### src/rtl/pcm_ssa_pkg.sv
`timescale 1ns / 1ps

package pcm_ssa_pkg;

    localparam int RAW_W = 16;
    localparam int ACC_W = 32;
    localparam int VOL_W = 9;
    localparam int CFG_IDX_W = 2;

    localparam int S_TDATA_W = RAW_W + ACC_W;
    localparam int M_TDATA_W = ACC_W;

    typedef enum logic [CFG_IDX_W-1:0] {
        CFG_SAMPLE_IS_WIDE   = 2'd0,
        CFG_SAMPLE_IS_SIGNED = 2'd1,
        CFG_SWAP_BYTES       = 2'd2,
        CFG_SOURCE_VOLUME    = 2'd3
    } cfg_index_t;

    localparam logic             RST_SAMPLE_IS_WIDE   = 1'b1;
    localparam logic             RST_SAMPLE_IS_SIGNED = 1'b1;
    localparam logic             RST_SWAP_BYTES       = 1'b0;
    localparam logic [VOL_W-1:0] RST_SOURCE_VOLUME    = 9'd256;

endpackage

### src/rtl/pcm_sample_scale_accumulate.sv
`timescale 1ns / 1ps
// pcm_sample_scale_accumulate
// adds one volume-scaled pcm source sample to a 32-bit mix accumulator value.
// input stream (s_): each beat carries the raw sample, the current accumulator
// value for that sample position and a last-of-buffer mark on s_tlast.
// result stream (m_): each beat carries the new accumulator value, wrapped at
// 32 bits, with s_tlast copied to m_tlast. one result beat per input beat.
// sample format and volume come from a plain write port (cfg_we, cfg_index,
// cfg_wdata); write it only while no beats are in flight.
// pipeline: each input beat goes into the input register, then decode, 16x9
// multiply and 32-bit add into the result register.
// throughput: one beat per cycle unless stalled (single multiply-add stage).
// when the receiver stalls, the result register holds its beat and the input
// register still takes one more beat; s_tready falls only when both are full.
// reset (aresetn low, synchronous) empties both stages and restores the
// formats to 16-bit signed, no byte swap, unity volume.
module pcm_sample_scale_accumulate
    import pcm_ssa_pkg::*;
(
    input  logic                 aclk,
    input  logic                 aresetn,

    input  logic                 cfg_we,
    input  logic [CFG_IDX_W-1:0] cfg_index,
    input  logic [VOL_W-1:0]     cfg_wdata,

    input  logic                 s_tvalid,
    output logic                 s_tready,
    input  logic [S_TDATA_W-1:0] s_tdata,   // raw_sample [15:0], acc_in [47:16]
    input  logic                 s_tlast,

    output logic                 m_tvalid,
    input  logic                 m_tready,
    output logic [M_TDATA_W-1:0] m_tdata,   // acc_out [31:0]
    output logic                 m_tlast
);

    logic             sample_is_wide_reg;
    logic             sample_is_signed_reg;
    logic             swap_bytes_reg;
    logic [VOL_W-1:0] source_volume_reg;

    logic             in_valid_reg;
    logic [RAW_W-1:0] in_raw_reg;
    logic [ACC_W-1:0] in_acc_reg;
    logic             in_last_reg;

    logic             out_valid_reg;
    logic [ACC_W-1:0] out_acc_reg;
    logic             out_last_reg;

    logic                         out_advance;
    logic                         in_load;
    logic [RAW_W-1:0]             wide_bits;
    logic [7:0]                   narrow_bits;
    logic signed [RAW_W-1:0]      decoded;
    logic signed [RAW_W+VOL_W-1:0] product;
    logic signed [RAW_W:0]        scaled;
    logic [ACC_W-1:0]             acc_next;

    assign out_advance = !out_valid_reg || m_tready;
    assign s_tready    = !in_valid_reg || out_advance;
    assign in_load     = s_tvalid && s_tready;

    // config registers
    always_ff @(posedge aclk) begin
        if (!aresetn) begin
            sample_is_wide_reg   <= RST_SAMPLE_IS_WIDE;
            sample_is_signed_reg <= RST_SAMPLE_IS_SIGNED;
            swap_bytes_reg       <= RST_SWAP_BYTES;
            source_volume_reg    <= RST_SOURCE_VOLUME;
        end else if (cfg_we) begin
            unique case (cfg_index_t'(cfg_index))
                CFG_SAMPLE_IS_WIDE:   sample_is_wide_reg   <= cfg_wdata[0];
                CFG_SAMPLE_IS_SIGNED: sample_is_signed_reg <= cfg_wdata[0];
                CFG_SWAP_BYTES:       swap_bytes_reg       <= cfg_wdata[0];
                CFG_SOURCE_VOLUME:    source_volume_reg    <= cfg_wdata;
            endcase
        end
    end

    // input register
    always_ff @(posedge aclk) begin
        if (!aresetn) begin
            in_valid_reg <= 1'b0;
        end else if (s_tready) begin
            in_valid_reg <= s_tvalid;
        end
    end

    always_ff @(posedge aclk) begin
        if (in_load) begin
            in_raw_reg  <= s_tdata[RAW_W-1:0];
            in_acc_reg  <= s_tdata[S_TDATA_W-1:RAW_W];
            in_last_reg <= s_tlast;
        end
    end

    // decode, scale and accumulate
    always_comb begin
        wide_bits   = swap_bytes_reg ? {in_raw_reg[7:0], in_raw_reg[15:8]} : in_raw_reg;
        wide_bits   = {wide_bits[15] ^ !sample_is_signed_reg, wide_bits[14:0]};
        narrow_bits = {in_raw_reg[7] ^ !sample_is_signed_reg, in_raw_reg[6:0]};
        if (sample_is_wide_reg) begin
            decoded = $signed(wide_bits);
        end else begin
            decoded = $signed({{8{narrow_bits[7]}}, narrow_bits});
        end
        product = decoded * $signed({1'b0, source_volume_reg[VOL_W-2:0]});
        // floor division by 256 keeps bits above the low byte
        if (source_volume_reg[VOL_W-1]) begin
            scaled = {decoded[RAW_W-1], decoded};
        end else begin
            scaled = product[RAW_W+VOL_W-1:8];
        end
        acc_next = in_acc_reg + {{(ACC_W-RAW_W-1){scaled[RAW_W]}}, scaled};
    end

    // result register
    always_ff @(posedge aclk) begin
        if (!aresetn) begin
            out_valid_reg <= 1'b0;
        end else if (out_advance) begin
            out_valid_reg <= in_valid_reg;
        end
    end

    always_ff @(posedge aclk) begin
        if (out_advance && in_valid_reg) begin
            out_acc_reg  <= acc_next;
            out_last_reg <= in_last_reg;
        end
    end

    assign m_tvalid = out_valid_reg;
    assign m_tdata  = out_acc_reg;
    assign m_tlast  = out_last_reg;

endmodule

### config.mk
export PLATFORM = sky130hd
export DESIGN_NAME = pcm_sample_scale_accumulate
export DESIGN_NICKNAME = d
export VERILOG_FILES = /design/src/rtl/pcm_ssa_pkg.sv /design/src/rtl/pcm_sample_scale_accumulate.sv
export SDC_FILE = /design/constraint.sdc
export NUM_CORES = 1
export LEC_CHECK = 0
export ABC_AREA = 1
export BUFFER_PORTS_ARGS = -buffer_cell sky130_fd_sc_hd__clkbuf_2
export CAP_MARGIN = 20
export CORE_MARGIN = 2
export CORE_UTILIZATION = 46
export CTS_BUF_LIST = sky130_fd_sc_hd__clkbuf_16
export CTS_CLUSTER_SIZE = 10
export DETAILED_ROUTE_END_ITERATION = 12
export SLEW_MARGIN = 20
export SYNTH_ARGS = -nofsm -noshare
export SYNTH_HDL_FRONTEND = slang
export SYNTH_SLANG_ARGS = --single-unit
### constraint.sdc
create_clock -name aclk -period 19.55 [get_ports aclk]
set_input_delay 1.955 -clock aclk [delete_from_list [all_inputs] [get_ports aclk]]
set_output_delay 1.955 -clock aclk [all_outputs]
set_load 0.02 [all_outputs]
---- After elaboration in Yosys (flattened, before gate mapping) ----
Cells that the tools add are included.
storage, ports and cells
  register bits ........................... 96
  bits of input ports ..................... 65
  output and inout port bits .............. 35
  word-level logic and storage cells ...... 33
operators by class
  add/sub/neg operators ................... 1
  multiply operators ...................... 1
  eq/ne operators ......................... 3
  muxes and demuxes ....................... 3
  bitwise logic cells ..................... 2
  reduce and logical (&&, ||, !) cells .... 12
operator list
  kind                                                              number
  32-bit adder                                                      1
  16-bit 2-to-1 mux                                                 2
  16-bit by 9-bit multiplier with 25-bit output                     1
  17-bit 2-to-1 mux                                                 1
  2-bit AND reduction                                               4
  2-bit == test (second input constant)                             2
  1-bit zero test                                                   3
  2-bit by 1-bit == test with 1-bit output (second input constant)  1
  1-bit logical AND                                                 2
  2-bit zero test                                                   1
  1-bit logical OR                                                  2
  1-bit XOR                                                         2

---- Longest topological paths before layout ----
  depth after elaboration ................. 6
  depth in mapped cells ................... 41
  mapped depth without buffers ............ 41

---- Worst setup path before layout ----
No wires, ideal clock.
  path kind ............................... register to register
  start point ............................. reg swap_bytes_reg
  end point ............................... reg out_acc_reg[31], in the netlist m_tdata[31] (data pin)
  library setup time ...................... 0.252 ns
  data arrival time ....................... 6.139 ns
  required time ........................... 19.298 ns
  path slack .............................. 13.159 ns
  stages on the path, launching flop included .. 39
  buffers on the path ..................... 1
  path through ............................ dfxtp_1 > buf_4 > o21ai_0 > or2_1 > nand3_1 > nand2_1 > inv_1 > nor2_1 > inv_1 > fa_1 > fa_1 > inv_1 > fa_1 > inv_1 > fa_1 > inv_1 > ha_1 > a21oi_1 > [3 not listed] > nor2_1 > nand2_1 > nand2_1 > nand3_1 > nand2_1 > inv_1 > ha_1 > nand2_1 > nor2_1 > inv_1 > nor4_1 > nand2_1 > nand2_1 > nand2_1 > nand2_1 > inv_1 > nand3_1 > nand2_1
on the way
  word-level cells in the longest chain between the ends .. 6
RTL lines
  element                                        line                                RTL
  start, declared                                pcm_sample_scale_accumulate.sv:40   logic swap_bytes_reg;
  start signal, assigned                         pcm_sample_scale_accumulate.sv:76   CFG_SWAP_BYTES: swap_bytes_reg <= cfg_wdata[0];
  16-bit 2-to-1 mux *                            pcm_sample_scale_accumulate.sv:101  wide_bits = swap_bytes_reg ? {in_raw_reg[7:0], in_raw_reg[15:8]} : in_raw_reg;
  1-bit XOR                                      pcm_sample_scale_accumulate.sv:102  wide_bits = {wide_bits[15] ^ !sample_is_signed_reg, wide_bits[14:0]};
  16-bit 2-to-1 mux *                            pcm_sample_scale_accumulate.sv:104  if (sample_is_wide_reg) begin
  16-bit by 9-bit multiplier with 25-bit output  pcm_sample_scale_accumulate.sv:109  product = decoded * $signed({1'b0, source_volume_reg[VOL_W-2:0]});
  17-bit 2-to-1 mux *                            pcm_sample_scale_accumulate.sv:111  if (source_volume_reg[VOL_W-1]) begin
  32-bit adder *                                 pcm_sample_scale_accumulate.sv:116  acc_next = in_acc_reg + {{(ACC_W-RAW_W-1){scaled[RAW_W]}}, scaled};
  named net acc_next[31]                         pcm_sample_scale_accumulate.sv:59   logic [ACC_W-1:0] acc_next;
  end signal, assigned                           pcm_sample_scale_accumulate.sv:130  out_acc_reg <= acc_next;
  end, declared                                  pcm_sample_scale_accumulate.sv:49   logic [ACC_W-1:0] out_acc_reg;
The timed path passes the listed nets; every way through them passes the cells marked *.
A chain may end at the register's enable or synchronous reset.

---- Worst setup path after layout ----
  start point ............................. reg swap_bytes_reg
  end point ............................... reg out_acc_reg[26], in the netlist m_tdata[26] (data pin)
Same word-level chain as after synthesis.

==> impl_metrics.json <==
{
  "synth_cells": 1191,
  "hold-path-endpoint": "m_tlast$_DFFE_PP_",
  "p_total_uw": 781.2,
  "maxCapViolations": 0,
  "critical_path_class": "register to register",
  "die_area_um2": 22660,
  "r2r-end": "m_tdata[26]$_DFFE_PP_",
  "relSlewSlack_pct": 32.06,
  "cpMostUsedCell": "nand2_1",
  "setup_viol": 0,
  "cts_resized": 0,
  "drt-total-wl_um": 25180,
  "row_count": 53,
  "synth_ff_type": "edfxtp_1",
  "cp_slowest_cell": "o21ai_0",
  "die_h_um": 150.5,
  "timing.rr.start": "swap_bytes_reg$_SDFFE_PN0P_",
  "leakage_uw": 0.005396,
  "clk_latency_ns": 0.36,
  "cpPeakStageDelay_ns": 0.89,
  "htreeDepth": 3,
  "area_delta_synth_final_pct": 11.24,
  "cts-buffers-inserted": 9,
  "reg2regPathDepth": 32,
  "clockRootBuffer": "clkbuf_16",
  "post_synth_num_cell_types": 39,
  "r2r_slack_ns": 11.38,
  "ant_nets": 0,
  "hold_viol": 0,
  "grt_pass1_wl_um": 41210,
  "finalCriticalPeriod_ns": 8.171,
  "hp-class": "register to register",
  "synthTopCellsByCount": "inv_1, nand2_1, nor2_1",
  "power_density_nw_per_um2": 71.11,
  "fin_crit_sh_pct": 41.80,
  "drt-initial-drc-count": 434,
  "cp.required_ns": 19.67,
  "drv_slew": 0,
  "tightest_slew_ns": 1.008,
  "synth.yosys.seq_area_share_pct": 27.77,
  "irDropWorstVdd_mv": 0.05107,
  "yosys_warnings": 0,
  "die_x_um": 150.5,
  "synth_seq_cells": 96,
  "gp_congestion": 0.8966,
  "grt_overflow": 0,
  "clock_path_buffers": 2,
  "syn_avg_cell_area_um2": 8.292,
  "nNetsFinal": 1531,
  "antennaDiodeCount": 0,
  "synth_area_leaders": "edfxtp_1, fa_1, ha_1",
  "synth-edff-count": 82,
  "wl_per_cell_um": 16.08,
  "path_buf_inv": 4,
  "clock_skew_ns": 0.01163,
  "fillCellCount": 2037,
  "hold_path_depth": 0,
  "critPathArrivalTime_ns": 8.29,
  "grt_max_degree": 50,
  "hold_start": "in_last_reg$_DFFE_PP_",
  "clock.fmax_ghz": 0.1224,
  "yosys.area.top_type": "edfxtp_1",
  "grt_pass1_vias": 8272,
  "rsz0062_at_grt": "no",
  "vias": 8177,
  "yosysTopAreaCellShare_pct": 24.93,
  "io_pins": 100,
  "cts.sinks": 96,
  "cts_tree": "done",
  "avgViaCountPerCell": 5.222,
  "ctsHoldBuffers": 0,
  "setup_tns_ns": 0,
  "drcViolationCount": 0,
  "post_cts_buffers": 0,
  "worstPathMaxFanout": 20,
  "antenna_found_initial": 0,
  "status": "finished clean",
  "drive_gt1_share_pct": 10.30,
  "core_um2": 21020,
  "syn_nets": 1436,
  "synth_most_common_cell": "inv_1",
  "crit_family": "adder cells",
  "start_kind": "register",
  "grt_use_total_pct": 23.62,
  "numPortBuffers": 99,
  "drt_pre_antenna_iters": 5,
  "initial_core_util_pct": 46.98,
  "syn_area_um2": 9876,
  "dp_hpwl_um": 20840,
  "critPathCaptureType": "register",
  "synth-async-reset-ratio_pct": 0,
  "clkTransAtPathRegs_ns": 0.07
}
stage by stage:
| stage | cell area, um2 | utilization (%) | setup WS [ns] | hold WS (ns) | std cells |
|---|---|---|---|---|---|
| after floorplan | 9876 | - | 13.16 | 0.4003 | 1191 |
| after global placement | 10660 | 50.70 | 11.58 | 0.4035 | 1548 |
| after detailed placement | 10660 | 50.70 | 11.54 | 0.4284 | 1548 |
| after CTS | 10940 | 52.03 | 11.53 | 0.4314 | 1564 |
| after global routing | 10990 | 52.26 | 10.79 | 0.4354 | 1566 |
| final | 10990 | 52.26 | 11.38 | 0.4284 | 1566 |
area by class of cell:
| type | count | area, um2 | area share [%] |
|---|---|---|---|
| clock buffers | 9 | 225.2 | 2.050 |
| clock inverters | 7 | 55.05 | 0.5011 |
| inverters | 238 | 893.4 | 8.132 |
| multi-input cells | 840 | 6182 | 56.28 |
| flip-flops and latches | 96 | 2743 | 24.97 |
| well taps | 275 | 344.1 | 3.132 |
| repair buffers | 101 | 543.0 | 4.943 |
kinds of logic (layout without fill, tap and decap cells):
| family | Yosys count | in the layout | share of synthesized area (%) |
|---|---|---|---|
| DFF | 96 | 96 | 27.77 |
| adders and majority gates | 180 | 180 | 30.56 |
| AOI/OAI and AO/OA | 170 | 170 | 9.642 |
| xor gates and xnor gates | 37 | 37 | 3.281 |
| buffers and inverters | 255 | 355 | 9.743 |
| and+or+nand+nor | 453 | 453 | 19.00 |
cells in the final DEF (no fill, tap or decap), types with 10 or more instances in the layout:
| cell type | n |
|---|---|
| nand3_1 | 44 |
| fa_1 | 102 |
| o21ai_1 | 10 |
| edfxtp_1 | 82 |
| nand2_1 | 223 |
| inv_1 | 234 |
| nand4_1 | 12 |
| ha_1 | 78 |
| dfxtp_1 | 14 |
| xor2_1 | 17 |
| clkbuf_2 | 99 |
| xnor2_1 | 20 |
| o21ai_0 | 48 |
| nor2_1 | 147 |
| a21oi_1 | 76 |
report_power, final:
part | switching, uW | internal [uW]
registers | 9.99 | 250
clock network | 84.7 | 87.7
logic | 227 | 121
metal layers:
| layer | up-vias | share of wire, % | routed length, um | track usage (%) |
|---|---|---|---|---|
| li1 | 3970 | - | - | - |
| met1 | 3871 | 45 | 11340 | 32.36 |
| met2 | 295 | 46 | 11460 | 38.45 |
| met3 | 41 | 7.0 | 1771 | 4.273 |
| met4 | 0 | 2.4 | 607 | 6.792 |
| met5 | - | 0 | 0 | 0 |
worst max path at each step:
stage                                start                     to  slack [ns]  depth (start not counted)
3_3_place_gp   swap_bytes_reg$_SDFFE_PN0P_  m_tdata[26]$_DFFE_PP_       11.58                         30
6_report       swap_bytes_reg$_SDFFE_PN0P_  m_tdata[26]$_DFFE_PP_       11.38                         32
2_1_floorplan  swap_bytes_reg$_SDFFE_PN0P_  m_tdata[31]$_DFFE_PP_       13.16                         38
3_5_place_dp   swap_bytes_reg$_SDFFE_PN0P_  m_tdata[26]$_DFFE_PP_       11.54                         32
5_1_grt        swap_bytes_reg$_SDFFE_PN0P_  m_tdata[26]$_DFFE_PP_       10.79                         34
4_1_cts        swap_bytes_reg$_SDFFE_PN0P_  m_tdata[26]$_DFFE_PP_       11.53                         32
Note: power is estimated with default switching activity, not from simulation.
